**src/cau_pkg.sv**
```systemverilog
// ----------------------------------------------------------------------------
// cau_pkg
// Shared types and constants for the complex arithmetic unit.
// ----------------------------------------------------------------------------
package cau_pkg;

    localparam int DATA_W      = 32;
    localparam int FRAC_DEF    = 16;
    localparam int QDEPTH_DEF  = 4;

    localparam logic [DATA_W-1:0] RES_MAX = 32'h7FFF_FFFF;
    localparam logic [DATA_W-1:0] RES_MIN = 32'h8000_0000;

    typedef enum logic [1:0] {
        OP_ADD = 2'd0,
        OP_SUB = 2'd1,
        OP_MUL = 2'd2,
        OP_DIV = 2'd3
    } cau_op_t;

    // classified word handed from the front end to the back end
    typedef struct packed {
        cau_op_t                   op;
        logic                      dz;
        logic signed [DATA_W-1:0]  a_re;
        logic signed [DATA_W-1:0]  a_im;
        logic signed [DATA_W-1:0]  b_re;
        logic signed [DATA_W-1:0]  b_im;
    } cau_item_t;

    typedef struct packed {
        logic [DATA_W-1:0] val;
        logic              sat;
    } cau_sat_t;

endpackage

```
**src/cau_queue.sv**
```systemverilog
// ----------------------------------------------------------------------------
// cau_queue
// Short FIFO between the front end and the arithmetic back end.
// ----------------------------------------------------------------------------
module cau_queue
    import cau_pkg::*;
#(
    parameter int DEPTH = QDEPTH_DEF
)
(
    input  logic      clk,
    input  logic      rst_n,
    input  cau_item_t push_item,
    input  logic      push_valid,
    output logic      push_ready,
    output cau_item_t pop_item,
    output logic      pop_valid,
    input  logic      pop_ready
);

    localparam int PW = (DEPTH > 1) ? $clog2(DEPTH) : 1;
    localparam int NW = $clog2(DEPTH + 1);

    cau_item_t       slot_reg [DEPTH];
    logic [PW-1:0]   wr_ptr_reg;
    logic [PW-1:0]   wr_ptr_next;
    logic [PW-1:0]   rd_ptr_reg;
    logic [PW-1:0]   rd_ptr_next;
    logic [NW-1:0]   count_reg;
    logic [NW-1:0]   count_next;
    logic            push;
    logic            pop;

    assign push_ready = (count_reg != NW'(DEPTH));
    assign pop_valid  = (count_reg != '0);
    assign pop_item   = slot_reg[rd_ptr_reg];
    assign push       = push_valid && push_ready;
    assign pop        = pop_valid && pop_ready;

    always_comb
    begin
        wr_ptr_next = wr_ptr_reg;
        rd_ptr_next = rd_ptr_reg;
        if (push)
            wr_ptr_next = (wr_ptr_reg == PW'(DEPTH - 1)) ? '0 : wr_ptr_reg + 1'b1;
        if (pop)
            rd_ptr_next = (rd_ptr_reg == PW'(DEPTH - 1)) ? '0 : rd_ptr_reg + 1'b1;
        case ({push, pop})
            2'b10:   count_next = count_reg + 1'b1;
            2'b01:   count_next = count_reg - 1'b1;
            default: count_next = count_reg;
        endcase
    end

    always_ff @(posedge clk or negedge rst_n)
    begin
        if (!rst_n)
        begin
            wr_ptr_reg <= '0;
            rd_ptr_reg <= '0;
            count_reg  <= '0;
        end
        else
        begin
            wr_ptr_reg <= wr_ptr_next;
            rd_ptr_reg <= rd_ptr_next;
            count_reg  <= count_next;
        end
    end

    always_ff @(posedge clk)
    begin
        if (push)
            slot_reg[wr_ptr_reg] <= push_item;
    end

endmodule

```
**config.mk**
```make
export PLATFORM = sky130hd
export DESIGN_NAME = cau_queue
export DESIGN_NICKNAME = d
export VERILOG_FILES = /design/src/cau_pkg.sv /design/src/cau_queue.sv
export SDC_FILE = /design/constraint.sdc
export NUM_CORES = 1
export LEC_CHECK = 0
export ABC_CLOCK_PERIOD_IN_PS = 2950
export BUFFER_PORTS_ARGS = -buffer_cell sky130_fd_sc_hd__buf_2
export CELL_PAD_IN_SITES_DETAIL_PLACEMENT = 0
export CELL_PAD_IN_SITES_GLOBAL_PLACEMENT = 1
export CORE_UTILIZATION = 33
export DETAILED_ROUTE_END_ITERATION = 10
export PLACE_DENSITY_LB_ADDON = 0.1
export SYNTH_ARGS = -nofsm -noshare
export SYNTH_HDL_FRONTEND = slang
export SYNTH_SLANG_ARGS = --single-unit
```
**constraint.sdc**
```tcl
create_clock -name clk -period 2.95 [get_ports clk]
set_input_delay 0.295 -clock clk [delete_from_list [all_inputs] [get_ports clk]]
set_output_delay 0.295 -clock clk [all_outputs]
set_load 0.02 [all_outputs]
```
==> reports/metrics.yaml <==
outcome: "finished, final reports clean"
die_y_microns: 244
ys.flop_type: "edfxtp_1"
wl_per_cell_microns: 20.7
startpoint_type: "register"
die_w_microns: 244
cts_made_buffers: 58
drt_pass1_iterations: 6
critPathMaxFanout: 18
drc_errors: 0
period_minus_slack_ps: 2730
slew_viol_final: 0
synthCells: 725
ys_async_sr_fraction_pct: 1.32
setup_viol: 0
place_congestion: 0.661
cts-root-buf: "clkbuf_16"
fin_hold_ws_ps: 87.4
cp.required_ps: 2650
fin_nets: 1331
syn_area_sq_um: 19300
antenna_found_initial: 0
rsz0062_at_grt: "no"
grt_pass1_wl_microns: 62900
grt.overflow.total: 0
skew_ps: 13.3
grt_pass1_vias: 10100
routed-via-count: 9194
cts_resized: 0
crit-reg2reg-launch: "count_reg[0]"
p_leak_nw: 8.59
synth_top_area_share_pct: 81.3
worst_pin_slew_ps: 660
drive_gt1_share_pct: 42.2
fin_cells: 1996
drt_wl_total_microns: 41400
finalCritPeriodShare_pct: 92.6
synth_edf_count: 524
syn_nets: 867
dpl_worst_slack_ps: 767
drt-initial-drc-count: 396
max_freq_mhz: 366
critPathArrivalTime_ps: 2440
ios: 268
numClockSinks: 531
startpoint: "rd_ptr_reg[0]"
pwr_density_cell_nw_per_um2: 1010
ir_worst_vdd_v: 0.000538
largest_reg_flops: 524
relSlewSlack_pct: 56.0
hp-class: "input pin to asynchronous set/reset pin"
die-area_sq_um: 59600
cts_tree: "done"
ys_ff_latch: 531
setup_slack_ps: 218
core-area_sq_um: 57800
grt_max_degree: 63
yosys.cell_types.count: 20
initial_core_util_pct: 33.5
post_cts_buffers: 0
cts_buffer_depth: 3
ys_warn_count: 0
placementRows: 88
path_clk_slew_ps: 60
htreeDepth: 2
syn_area_per_cell_sq_um: 26.7
dp_hpwl_microns: 25500
synth_commonest_cells: "edfxtp_1, mux4_2, buf_2"
viasPerCell: 4.61
yosysSeqAreaShare_pct: 82.3
finalHoldViolations: 0
crit_path_end_kind: "output pin"
synth_largest_area_cell: "edfxtp_1"
max-cap-violations: 0
synth.most_common_cell: "edfxtp_1"
path_class: "register to output pin"
worstSkewPairLatency_ps: 600
postRouteAntennaNets: 0
track_usage_pct: 14.1
placedCellCount: 1762
diodes: 0
synth.area.top_cells: "edfxtp_1, mux4_2, dfrtp_1"
finalSetupTns_ps: 0
portBuffers: 267
syn_to_final_growth_pct: 29.5
[layout make-up]
| cell class | instances | area (sq um) |
|---|---|---|
| multi-input cells | 157 | 3220 |
| clock buffers | 73 | 1570 |
| repair buffers | 434 | 3130 |
| flip-flops and latches | 531 | 15900 |
| clock inverters | 29 | 231 |
| inverters | 7 | 26.3 |
| fillers | 5053 | 32700 |
| well taps | 765 | 957 |
[layer usage]
metal,global-route usage (%),vias up,share of wire [%]
met2,23.7,242,50
met4,4.36,0,2.1
met5,0,-,0
met3,3.61,59,6.1
li1,-,4080,-
met1,17.9,4813,42
[final timing paths]
| kind | endpoint | slack, ps | cells after the start |
|---|---|---|---|
| worst max-delay path | pop_item[1] | 220 | 3 |
| worst min-delay path | rd_ptr_reg[0] | 90 | 2 |
| worst max register to register | count_reg[2] | 760 | 9 |
| worst min register to register | count_reg[2] | 480 | 1 |
| max in group asynchronous | rd_ptr_reg[1] | 2680 | 2 |
| min in group clk | rd_ptr_reg[1] | 130 | 3 |
[placed cells by master (no fill, tap or decap), types with 2 or more instances in the layout]
cell / Yosys / layout
buf_4: 0 / 18
bufinv_16: 0 / 4
ha_1: 6 / 6
nor2_1: 3 / 3
clkbuf_16: 0 / 61
clkinv_2: 0 / 7
dlygate4sd3_1: 0 / 132
and3_4: 0 / 4
edfxtp_1: 524 / 524
mux2_2: 2 / 2
xor2_1: 2 / 2
dfrtp_1: 7 / 5
buf_2: 16 / 267
inv_1: 7 / 7
mux2_4: 2 / 2
mux4_2: 131 / 131
dfrtp_4: 0 / 2
buf_12: 0 / 17
clkbuf_1: 5 / 12
clkinv_1: 0 / 16
[cells by family (layout without fill, tap and decap cells)]
family / after synthesis / in the layout / synth area share, %
adder cells (fa/ha/maj): 7 / 7 / 0.492
AND/OR/NAND/NOR: 11 / 11 / 0.375
buffers and inverters: 37 / 543 / 1.17
flip-flops: 531 / 531 / 82.3
multiplexers: 136 / 136 / 15.6
XOR/XNOR: 3 / 3 / 0.136
[timing repair]
action                     4_1_cts  5_1_grt
hold endpoints to repair       531        0
hold buffers                   132        0
setup endpoints to repair        0        0
[worst max-delay path, stage by stage (launching register included)]
cell     delay, ps
dfrtp_4        660
buf_4          410
mux4_2         560
buf_2          180
[stage by stage]
| step | total power [mW] | instance area [sq um] | utilization, % |
|---|---|---|---|
| after detailed placement | 18.9 | 21900 | 37.9 |
| final | 25.4 | 25100 | 43.4 |
| after CTS | 26.0 | 25100 | 43.4 |
| after global placement | 18.9 | 21900 | 37.9 |
| after floorplan | 15.8 | 19300 | - |
| after global routing | 26.7 | 25100 | 43.4 |
[report_power, final]
part	leakage [nW]	switching [mW]	internal, mW	total [mW]
logic	2.83	4.77	3.39	8.17
registers	4.88	0.443	9.95	10.4
clock network	0.879	2.79	4.07	6.86
Power figures use the tool's default switching activity.
