--- config.mk ---
export PLATFORM = sky130hd
export DESIGN_NAME = cau_front_flat
export DESIGN_NICKNAME = d
export VERILOG_FILES = /design/src/cau_pkg.sv /design/src/cau_in_if.sv /design/src/cau_front.sv /design/src/flat_wrapper.sv
export SDC_FILE = /design/constraint.sdc
export NUM_CORES = 1
export LEC_CHECK = 0
export BUFFER_PORTS_ARGS = -buffer_cell sky130_fd_sc_hd__buf_2
export CAP_MARGIN = 20
export CORE_ASPECT_RATIO = 0.6
export CORE_MARGIN = 2
export CORE_UTILIZATION = 30
export CTS_CLUSTER_DIAMETER = 100
export DETAILED_ROUTE_END_ITERATION = 12
export PLACE_DENSITY_LB_ADDON = 0.08
export SKIP_LAST_GASP = 1
export SLEW_MARGIN = 20
export SYNTH_ARGS = -nofsm -noshare
export SYNTH_HDL_FRONTEND = slang
export SYNTH_SLANG_ARGS = --single-unit
--- constraint.sdc ---
create_clock -name clk -period 12.4 [get_ports clk]
set_input_delay 1.24 -clock clk [delete_from_list [all_inputs] [get_ports clk]]
set_output_delay 1.24 -clock clk [all_outputs]
set_load 0.03 [all_outputs]
--- src/cau_pkg.sv ---
// ----------------------------------------------------------------------------
// cau_pkg
// Shared types and constants for the complex arithmetic unit.
// ----------------------------------------------------------------------------
package cau_pkg;

    localparam int DATA_W      = 32;
    localparam int FRAC_DEF    = 16;
    localparam int QDEPTH_DEF  = 4;

    localparam logic [DATA_W-1:0] RES_MAX = 32'h7FFF_FFFF;
    localparam logic [DATA_W-1:0] RES_MIN = 32'h8000_0000;

    typedef enum logic [1:0] {
        OP_ADD = 2'd0,
        OP_SUB = 2'd1,
        OP_MUL = 2'd2,
        OP_DIV = 2'd3
    } cau_op_t;

    // classified word handed from the front end to the back end
    typedef struct packed {
        cau_op_t                   op;
        logic                      dz;
        logic signed [DATA_W-1:0]  a_re;
        logic signed [DATA_W-1:0]  a_im;
        logic signed [DATA_W-1:0]  b_re;
        logic signed [DATA_W-1:0]  b_im;
    } cau_item_t;

    typedef struct packed {
        logic [DATA_W-1:0] val;
        logic              sat;
    } cau_sat_t;

endpackage

--- src/cau_in_if.sv ---
// ----------------------------------------------------------------------------
// cau_in_if
// Operand channel: operation code and two complex operands.
// ----------------------------------------------------------------------------
interface cau_in_if;
    logic               valid;
    logic               ready;
    logic [1:0]         operation;
    logic signed [31:0] a_re;
    logic signed [31:0] a_im;
    logic signed [31:0] b_re;
    logic signed [31:0] b_im;

    modport source (output valid, output operation, output a_re, output a_im,
                    output b_re, output b_im, input ready);
    modport sink   (input valid, input operation, input a_re, input a_im,
                    input b_re, input b_im, output ready);
endinterface

--- src/cau_front.sv ---
// ----------------------------------------------------------------------------
// cau_front
// Accepts operand words, decodes the operation and flags a zero divisor.
// ----------------------------------------------------------------------------
module cau_front
    import cau_pkg::*;
(
    input  logic      clk,
    input  logic      rst_n,
    cau_in_if.sink    in_ch,
    output cau_item_t item,
    output logic      item_valid,
    input  logic      item_ready
);

    logic      vld_reg;
    logic      vld_next;
    cau_item_t item_reg;
    cau_item_t item_next;
    logic      take;

    assign in_ch.ready = !vld_reg || item_ready;
    assign take        = in_ch.valid && in_ch.ready;

    always_comb
    begin
        item_next.op   = cau_op_t'(in_ch.operation);
        item_next.a_re = in_ch.a_re;
        item_next.a_im = in_ch.a_im;
        item_next.b_re = in_ch.b_re;
        item_next.b_im = in_ch.b_im;
        item_next.dz   = (cau_op_t'(in_ch.operation) == OP_DIV)
                         && (in_ch.b_re == '0) && (in_ch.b_im == '0);
    end

    always_comb
    begin
        if (take)
            vld_next = 1'b1;
        else if (item_ready)
            vld_next = 1'b0;
        else
            vld_next = vld_reg;
    end

    always_ff @(posedge clk or negedge rst_n)
    begin
        if (!rst_n)
            vld_reg <= 1'b0;
        else
            vld_reg <= vld_next;
    end

    always_ff @(posedge clk)
    begin
        if (take)
            item_reg <= item_next;
    end

    assign item       = item_reg;
    assign item_valid = vld_reg;

endmodule

--- src/flat_wrapper.sv ---
// flat-port wrapper written by rule: the top's interface ports become plain ports
module cau_front_flat import cau_pkg::*;
  (clk, rst_n, item, item_valid, item_ready, in_ch_valid, in_ch_operation, in_ch_a_re, in_ch_a_im, in_ch_b_re, in_ch_b_im, in_ch_ready);
  cau_in_if in_ch_i ();
  input  logic clk;
  input  logic rst_n;
  output cau_item_t item;
  output logic item_valid;
  input  logic item_ready;
  input wire logic [$bits(in_ch_i.valid)-1:0] in_ch_valid;
  input wire logic [$bits(in_ch_i.operation)-1:0] in_ch_operation;
  input wire logic [$bits(in_ch_i.a_re)-1:0] in_ch_a_re;
  input wire logic [$bits(in_ch_i.a_im)-1:0] in_ch_a_im;
  input wire logic [$bits(in_ch_i.b_re)-1:0] in_ch_b_re;
  input wire logic [$bits(in_ch_i.b_im)-1:0] in_ch_b_im;
  output wire logic [$bits(in_ch_i.ready)-1:0] in_ch_ready;
  assign in_ch_i.valid = in_ch_valid;
  assign in_ch_i.operation = in_ch_operation;
  assign in_ch_i.a_re = in_ch_a_re;
  assign in_ch_i.a_im = in_ch_a_im;
  assign in_ch_i.b_re = in_ch_b_re;
  assign in_ch_i.b_im = in_ch_b_im;
  assign in_ch_ready = in_ch_i.ready;
  cau_front u_core (.clk(clk), .rst_n(rst_n), .in_ch(in_ch_i), .item(item), .item_valid(item_valid), .item_ready(item_ready));
endmodule
==> results of run 1 <==
==> report_power, final <==
group / total, uW / switching (uW) / internal, uW / leakage (uW)
Combinational: 109 / 77.3 / 31.4 / 0.00108
Sequential: 526 / 5.14 / 521 / 0.00126
Clock: 538 / 182 / 357 / 0.000304
Total: 1170 / 264 / 909 / 0.00264
==> through the flow <==
step                utilization (%)  total power, uW  area, sq um  std cells
floorplan                         -              597         4130        158
global placement               42.0              645         5690        600
detailed placement             42.0              645         5690        600
CTS                            46.7             1190         6330        631
global route                   46.8             1220         6330        631
finish                         46.8             1170         6330        631
==> cell families (layout without fill, tap and decap cells) <==
family,after synthesis,in the layout,synth area share [%]
buffers and inverters,0,298,0
flip-flops,132,132,95.8
AND/OR/NAND/NOR,26,26,4.15
==> synthesized netlist by cell type <==
library cell,n,area share (%)
and2_1,1,0.15
and4_1,1,0.21
dfrtp_1,1,0.61
edfxtp_1,131,95
nand2b_1,2,0.30
nand3_1,2,0.24
nand4_1,2,0.30
nor2_1,1,0.091
nor4_1,14,2.1
nor4_2,1,0.30
nor4b_1,2,0.42
==> area by class of cell <==
cell class,instances,area share [%]
repair buffers,267,21.2
multi-input cells,26,2.75
clock buffers,19,6.84
well taps,175,3.46
flip-flops and latches,132,62.5
clock inverters,12,3.24
==> worst paths after layout <==
kind / slack, ns / cells after the start / endpoint
setup reg to reg: 10.24 / 3 / u_core.item[75]
setup / recovery: 9.48 / 3 / in_ch_ready
hold reg to reg: 0.53 / 2 / u_core.item_valid
hold / removal: 0.53 / 2 / u_core.item_valid
max in group asynchronous: 11.71 / 1 / u_core.item_valid
min in group asynchronous: 0.61 / 1 / u_core.item_valid
==> worst max-delay path, cell delays in order <==
cell	delay (ns)
buf_2	0.09
nand2b_1	0.16
buf_2	0.19
==> routing by layer <==
metal / up-vias / share of wire [%]
li1: 1243 / -
met1: 1251 / 41
met2: 159 / 45
met3: 18 / 11
met4: 0 / 2.0
met5: - / 0
==> results by group, run 1 <==
Synth
  • Sequential share of the synthesized area: 95.8%
  • Distinct cells, synth: 11
  • Syn Nets: 292
  • Post-synth design cell area: 4130 sq um
  • Yosys warns: 0
  • Synthesized instance count: 158
  • Flip-flop and latch count after synthesis: 132
  • Post-synthesis area per instance: 26.1 sq um

STA
  • Tcrit/Tclk final: 23.6%
  • Pins Over Slew Limit: 0
  • Tmin final: 2.92 ns
  • Final Hold Fails: 0
  • Setup violators final: 0
  • Max-Slew Margin vs Limit: 45.9%
  • Final worst slack: 9.48 ns
  • WHS: 0.534 ns
  • Setup Skew: 0.0106 ns
  • Setup repair after global routing missed its margin: no
  • Worst slew pin tran: 0.811 ns
  • FMAX: 0.342 GHz
  • Setup TNS: 0 ns

CTS
  • Worst-Skew Late Latency: 0.41 ns
  • CTS Buf Count: 17
  • CTS Hold Bufs: 0
  • Post-CTS Setup Repair Bufs: 0
  • CTS sink count: 132
  • Root Buffer: clkbuf_16
  • Post-CTS Resized: 0
  • Worst-path clk slew: 0.05 ns
  • H-tree Lvls: 4
  • CTS tree: yes
  • Clock buffer depth: 2

Finish
  • Diode count: 0
  • Fill count: 1221
  • Synthesis-to-finish area growth: 53.3%
  • Nets: 578
  • Register Area: 3960 sq um
  • Commonest non-fill, non-tap cell in the layout: buf_2
  • Multi-input gate area: 174 sq um
  • Fraction of layout cells with a size suffix above 1: 65.4%
  • Commonest cells after routing, fill and taps aside: buf_2 (266), edfxtp_1 (131), clkbuf_16 (17)
  • Largest register FFs: 131

Min path
  • Min-delay src: u_core.item_valid
  • Worst min path class: flop to flop

Pwr
  • Pwr dens: 185 nW/um^2
  • Peak supply drop: 0.0763 mV
  • P_leak: 0.00264 uW

Worst setup path
  • CP startpoint kind: primary input
  • Critical Path End Type: output pin
  • Crit path required time: 11.16 ns
  • CP Launch Point: item_ready
  • CP max FO: 3
  • Arrival time at the worst endpoint: 1.68 ns
  • CP Class: primary input to output pin
  • Crit Reg-Reg Startpoint: u_core.item_valid

Placed design
  • Final GP Congestion: 0.741
  • # port buffers: 266
  • Post-detail-place hpwl: 7760 um
  • Place WS: 8.98 ns

Route
  • Drt via density: 4.23
  • Drt pass-1 iters: 4
  • DR WL/cell: 16.5 um
  • Total wire length: 10400 um
  • Drt drc: 0
  • DRC violation total after the first TritonRoute iteration: 105
  • Vias: 2671
  • ANT nets after route: 0

Global route
  • GRT Util Overall: 13.9%
  • GRT met3 Usage: 7.99%
  • Antenna violations before repair: 0
  • Grt ovf: 0
  • Met1 Track Usage GR: 16.8%
  • GRT busiest layer: met2
  • Global-route wire length before repair: 14800 um
  • Number of global-route vias before repair: 2705
  • Met2 usage: 19.8%
  • Largest net degree at the start of global routing: 88

Die
  • Initial Util: 30.5%
  • Core Area: 13500 sq um
  • Die ar.: 14800 sq um
  • I/O Pins: 267
  • Chip width: 155 um
  • Core Rows: 33
  • Chip height: 94.9 um

Outcome
  • Outcome: finished clean

Run
  • Max cap viols: 0
(Power assumes the default switching activity.)
==> run 2: changes to the inputs <==
clock period = 2.7 ns   (was 12.4 ns; I/O delays follow)
==> run 2 against run 1 <==
Compared with the run above: critical path type is now flop to flop; via count up 1.2%; sequential power rose to 4.6 times the previous value; clock-buffer cell count unchanged; routed wire length fell by 0.35%; worst setup slack lost 8.4 ns.
==> results by group, run 2 (synthesis gave the netlist of run 1 again) <==
Outcome
  • Outcome: finished clean

Worst setup path
  • Arrival time at the worst endpoint: 1.73 ns
  • CP max-delay cell: and2_4
  • Worst r2r path cells: 3
  • CP startpoint kind: flop
  • FF-to-FF setup slack: 1.04 ns
  • Crit path required time: 2.77 ns
  • CP cell instances: nand2b_1 -> and2_4 -> buf_12
  • Worst reg2reg endpoint: u_core.item[30]
  • Slowest stage delay, CP: 0.49 ns
  • Crit Reg-Reg Startpoint: u_core.item_valid
  • CP Class: flop to flop
  • CP max FO: 51
  • Critical Path End Type: flop

Global route
  • Grt ovf: 0
  • Number of global-route vias before repair: 2728
  • Largest net degree at the start of global routing: 52
  • Antenna violations before repair: 0
  • GRT Util Overall: 13.6%
  • Global-route wire length before repair: 14700 um

Min path
  • Hold Path End: u_core.item[113]
  • Min-delay src: in_ch_a_re[17]
  • Worst min path class: primary input to flop
  • Worst Hold Depth: 1

Route
  • Drt drc: 0
  • Drt pass-1 iters: 4
  • Total wire length: 10400 um
  • Vias: 2703
  • ANT nets after route: 0
  • DR WL/cell: 16.4 um
  • Drt via density: 4.26
  • DRC violation total after the first TritonRoute iteration: 103

STA
  • Worst slew pin tran: 0.518 ns
  • Max-Slew Margin vs Limit: 65.4%
  • Final Hold Fails: 0
  • FMAX: 0.603 GHz
  • Pins Over Slew Limit: 0
  • Tcrit/Tclk final: 61.4%
  • Setup repair after global routing missed its margin: no
  • Setup violators final: 0
  • Tmin final: 1.66 ns
  • Setup TNS: 0 ns
  • Setup Skew: 0.00587 ns

Finish
  • Commonest cells after routing, fill and taps aside: buf_2 (266), edfxtp_1 (131), clkbuf_16 (17)
  • Synthesis-to-finish area growth: 54.8%
  • Diode count: 0
  • Fraction of layout cells with a size suffix above 1: 65.1%
  • Core Util, Final: 47.2%
  • Largest register FFs: 131
  • Nets: 580
  • Layout Cells excl Fill: 634
  • Commonest non-fill, non-tap cell in the layout: buf_2

Pwr
  • Pwr dens: 858 nW/um^2
  • P_leak: 0.00266 uW
  • Peak supply drop: 0.359 mV
  • Power after layout: 5490 uW

CTS
  • Worst-path clk slew: 0.06 ns
  • CTS tree: yes
  • CTS sink count: 132
  • H-tree Lvls: 4
  • CTS Buf Count: 17
  • Post-CTS Resized: 0
  • Clock buffer depth: 2
  • Worst-Skew Late Latency: 0.40 ns
  • Root Buffer: clkbuf_16

Die
  • Core Area: 13500 sq um
  • Die ar.: 14800 sq um
  • I/O Pins: 267
  • Chip width: 155 um
  • Chip height: 94.9 um
  • Core Rows: 33
  • Initial Util: 30.5%

Placed design
  • Final GP Congestion: 0.753
  • Post-detail-place hpwl: 7800 um
  • # port buffers: 266
  • Placed cell count: 601

Run
  • Max cap viols: 0
==> run 2: timing repair <==
| item | CTS | global route |
|---|---|---|
| hold endpoints to repair | 1 | 0 |
| buffers inserted | 0 | 0 |
| hold buffers | 1 | 0 |
==> run 2: final cells by class <==
class | instances | area (sq um)
sequential | 132 | 3960
clock buffer | 19 | 433
tap | 175 | 219
multi-input combinational | 26 | 174
clock inverter | 13 | 229
fill | 1192 | 7150
timing repair buffer | 269 | 1380
==> run 2: worst max-delay path, delay by kind of cell, from the launching register on <==
kind          cells  cell delay (ns)
simple gates      2             0.61
flops             1             0.37
buf+inv           1             0.33
==> run 2: per-stage QoR <==
stage          area, sq um  setup WS [ns]  hold slack (ns)
3_3_place_gp          5720           1.05           0.0446
5_1_grt               6390          0.917           0.0240
4_1_cts               6390           1.01           0.0218
2_1_floorplan         4130          0.439          -0.0256
6_report              6390           1.04           0.0434
3_5_place_dp          5720           1.00           0.0467
==> run 2: routing by layer <==
layer / up-vias / part of all wire [%] / global-route usage [%]
met5: - / 0 / 0
met4: 0 / 2.1 / 6.19
met3: 20 / 11 / 6.10
met2: 168 / 45 / 21.3
met1: 1266 / 42 / 16.3
li1: 1249 / - / -
==> run 2: power breakdown <==
group	internal, uW	leakage (uW)	switching [uW]
logic	151	0.00109	357
clock network	1730	0.000312	830
registers	2390	0.00126	23.6
==> run 2: worst max path at each step <==
| stage | start | end | slack (ns) | cells past startpoint |
|---|---|---|---|---|
| 5_1_grt | u_core.item_valid | u_core.item[30] | 0.92 | 3 |
| 4_1_cts | u_core.item_valid | u_core.item[30] | 1.01 | 3 |
| 3_3_place_gp | item_ready | u_core.item[97] | 1.05 | 4 |
| 3_5_place_dp | item_ready | u_core.item[97] | 1.00 | 4 |
| 2_1_floorplan | u_core.item_valid | u_core.item[0] | 0.44 | 2 |
| 6_report | u_core.item_valid | u_core.item[30] | 1.04 | 3 |
==> run 3: changes to the inputs <==
clock period = 1.5 ns   (was 2.7 ns; I/O delays follow)
==> run 3 against run 2 <==
Compared with the run above: the flow now stops in clock tree synthesis; synthesized cell count did not move; synthesized area did not move.
==> results by group, run 3 <==
Outcome
  • Outcome: aborted with a tool error
  • Last stage reached: clock tree synthesis
  • Tool error: [ERROR RSZ-0060] Max buffer count reached.

CTS
  • CTS Buf Count: 17
  • CTS sink count: 132
  • Root Buffer: clkbuf_16
  • Post-CTS Resized: 0
  • H-tree Lvls: 4
  • CTS Hold Bufs: 128
  • Clock buffer depth: 2
  • Post-CTS Setup Repair Bufs: 0

Synth
  • Synthesized instance count: 158
  • Synth Flop Type: edfxtp_1
  • Synth top area share: 95.2%
  • Synth area leaders: edfxtp_1 (95%), nor4_1 (2.1%), dfrtp_1 (0.61%), nor4b_1 (0.42%), nand2b_1 (0.30%)
  • Flip-flop and latch count after synthesis: 132
  • Syn Nets: 292
  • Ys async rst share: 0.758%
  • Sequential share of the synthesized area: 95.8%
  • Most frequent cell after synthesis: edfxtp_1
  • Post-synth design cell area: 4130 sq um
  • EDFF count, synth: 131
  • Yosys warns: 0
  • Area leader, netlist: edfxtp_1
  • Distinct cells, synth: 11
  • Post-synthesis area per instance: 26.1 sq um
  • Synth top cells by count: edfxtp_1 (131), nor4_1 (14)

Die
  • Initial Util: 30.5%
  • Chip width: 155 um
  • I/O Pins: 267
  • Core Rows: 33
  • Chip height: 94.9 um

Placed design
  • Area of placed instances: 5750 sq um
  • # port buffers: 266
  • Final GP Congestion: 0.767
## run 3: cells by family after synthesis
logic type	count (synthesis)	share of synthesized area, %
DFF	132	95.8
and+or+nand+nor	26	4.15
## run 3: per-stage QoR
stage	std cells	hold slack, ns	setup slack, ns
detailed placement	603	-0.0743	0.0883
floorplan	158	-0.146	-0.535
global placement	603	-0.0739	0.150
==> run 4: changes to the inputs <==
CORE_ASPECT_RATIO = not set   (was 0.6)
CORE_UTILIZATION = 20   (was 30)
CTS_CLUSTER_DIAMETER = not set   (was 100)
PLACE_DENSITY_LB_ADDON = 0.15   (was 0.08)
clock period = 2 ns   (was 1.5 ns; I/O delays follow)
==> run 4 against run 3 <==
Compared with the run above: the run now ends clean.
==> results by group, run 4 (synthesis gave the netlist of run 1 again) <==
Route
  • Drt drc: 0
  • Drt pass-1 iters: 4
  • Vias: 3170
  • ANT nets after route: 0
  • DRC violation total after the first TritonRoute iteration: 70
  • Drt via density: 3.69
  • DR WL/cell: 14.3 um
  • Total wire length: 12300 um

Worst setup path
  • Worst path top cell family by delay: simple AND/OR/NAND/NOR gates
  • CP max-delay cell: dlygate4sd3_1
  • CP bufs+invs: 2
  • Critical Path End Type: flop
  • Arrival time at the worst endpoint: 1.85 ns
  • CP Class: primary input to flop
  • CP startpoint kind: primary input
  • CP max FO: 2
  • Crit path required time: 2.24 ns
  • CP cell instances: dlygate4sd3_1 -> buf_2 -> nor4_1 -> and4_1 -> nand3_1 -> nor4_2
  • Slowest stage delay, CP: 0.55 ns

STA
  • FMAX: 0.623 GHz
  • Max-Slew Margin vs Limit: 66.1%
  • WHS: 0.0699 ns
  • Tcrit/Tclk final: 80.3%
  • Setup repair after global routing missed its margin: no
  • Worst slew pin tran: 0.501 ns
  • Final worst slack: 0.394 ns
  • Final Hold Fails: 0
  • Pins Over Slew Limit: 0
  • Setup Skew: 0.00383 ns
  • Setup violators final: 0
  • Tmin final: 1.61 ns

CTS
  • Root Buffer: clkbuf_16
  • CTS tree: yes
  • Post-CTS Setup Repair Bufs: 0
  • Worst-path clk slew: 0.06 ns
  • CTS Buf Count: 17
  • Post-CTS Resized: 0
  • CTS Hold Bufs: 132
  • Worst-Skew Late Latency: 0.40 ns
  • H-tree Lvls: 4
  • Clock buffer depth: 2
  • CTS sink count: 132

Placed design
  • Placed cell count: 697
  • # port buffers: 266
  • Final GP Congestion: 0.722
  • Post-detail-place hpwl: 8550 um
  • Place WS: 0.463 ns
  • Area of placed instances: 5860 sq um

Outcome
  • Outcome: finished clean

Finish
  • Synthesis-to-finish area growth: 86.5%
  • Largest register FFs: 131
  • Cell area after layout: 7700 sq um
  • Fraction of layout cells with a size suffix above 1: 50.7%
  • Commonest non-fill, non-tap cell in the layout: buf_2
  • Layout Cells excl Fill: 860
  • Fill count: 1923
  • Commonest cells after routing, fill and taps aside: buf_2 (266), dlygate4sd3_1 (132), edfxtp_1 (131)
  • Nets: 712
  • Diode count: 0

Die
  • Core Rows: 52
  • Die ar.: 21800 sq um
  • I/O Pins: 267
  • Chip height: 148 um
  • Chip width: 148 um
  • Initial Util: 20.4%
  • Core Area: 20200 sq um

Run
  • Max cap viols: 0

Global route
  • Number of global-route vias before repair: 3584
  • GRT Util Overall: 11.3%
  • Largest net degree at the start of global routing: 59
  • Global-route wire length before repair: 18500 um
  • Grt ovf: 0
  • Antenna violations before repair: 0

Pwr
  • P_leak: 0.00316 uW
  • Power after layout: 6970 uW
  • Pwr dens: 905 nW/um^2
  • Peak supply drop: 0.508 mV

Min path
  • Worst min path class: primary input to flop
==> run 4: layer usage <==
| layer | GRT usage (%) | part of all wire, % | vias up |
|---|---|---|---|
| li1 | - | - | 1502 |
| met1 | 11.7 | 38 | 1502 |
| met2 | 20.0 | 52 | 151 |
| met3 | 4.38 | 8.4 | 15 |
| met4 | 5.19 | 2.0 | 0 |
| met5 | 0 | 0 | - |
==> run 4: power by group <==
group | internal, uW | switching, uW | leakage, uW
clock network | 1680 | 1130 | 0.000247
registers | 3230 | 35.7 | 0.00126
logic | 374 | 521 | 0.00165
total | 5280 | 1690 | 0.00316
==> run 4: final cells by class <==
class	instances	area, sq um	area share, %
flip-flops and latches	132	3960	51.4
repair buffers	401	2700	35.0
multi-input cells	26	181	2.36
clock inverters	12	91.3	1.19
well taps	270	338	4.39
clock buffers	19	433	5.62
==> run 4: worst reg2reg max path, delay by kind of cell, from the launching register on <==
family / cells / cell delay [ns]
DFF: 1 / 0.42
and+or+nand+nor: 2 / 0.38
buffers and inverters: 1 / 0.32
==> run 4: through the flow <==
step                util [%]  TNS (ns)
floorplan                  -     -4.57
global placement        29.0         0
detailed placement      29.0         0
CTS                     38.1         0
global route            38.1         0
finish                  38.1         0
==> run 4: path summary, 6_finish.rpt <==
path | startpoint | end | slack [ns] | cells past startpoint
max in group asynchronous | rst_n | u_core.item_valid | 1.80 | 2
min in group asynchronous | rst_n | u_core.item_valid | 0.11 | 2
worst max register to register | u_core.item_valid | u_core.item[126] | 0.51 | 3
worst min-delay path | item_ready | u_core.item_valid | 0.07 | 3
worst min register to register | u_core.item_valid | u_core.item_valid | 0.53 | 2
worst max-delay path | in_ch_b_im[3] | u_core.item[128] | 0.39 | 6
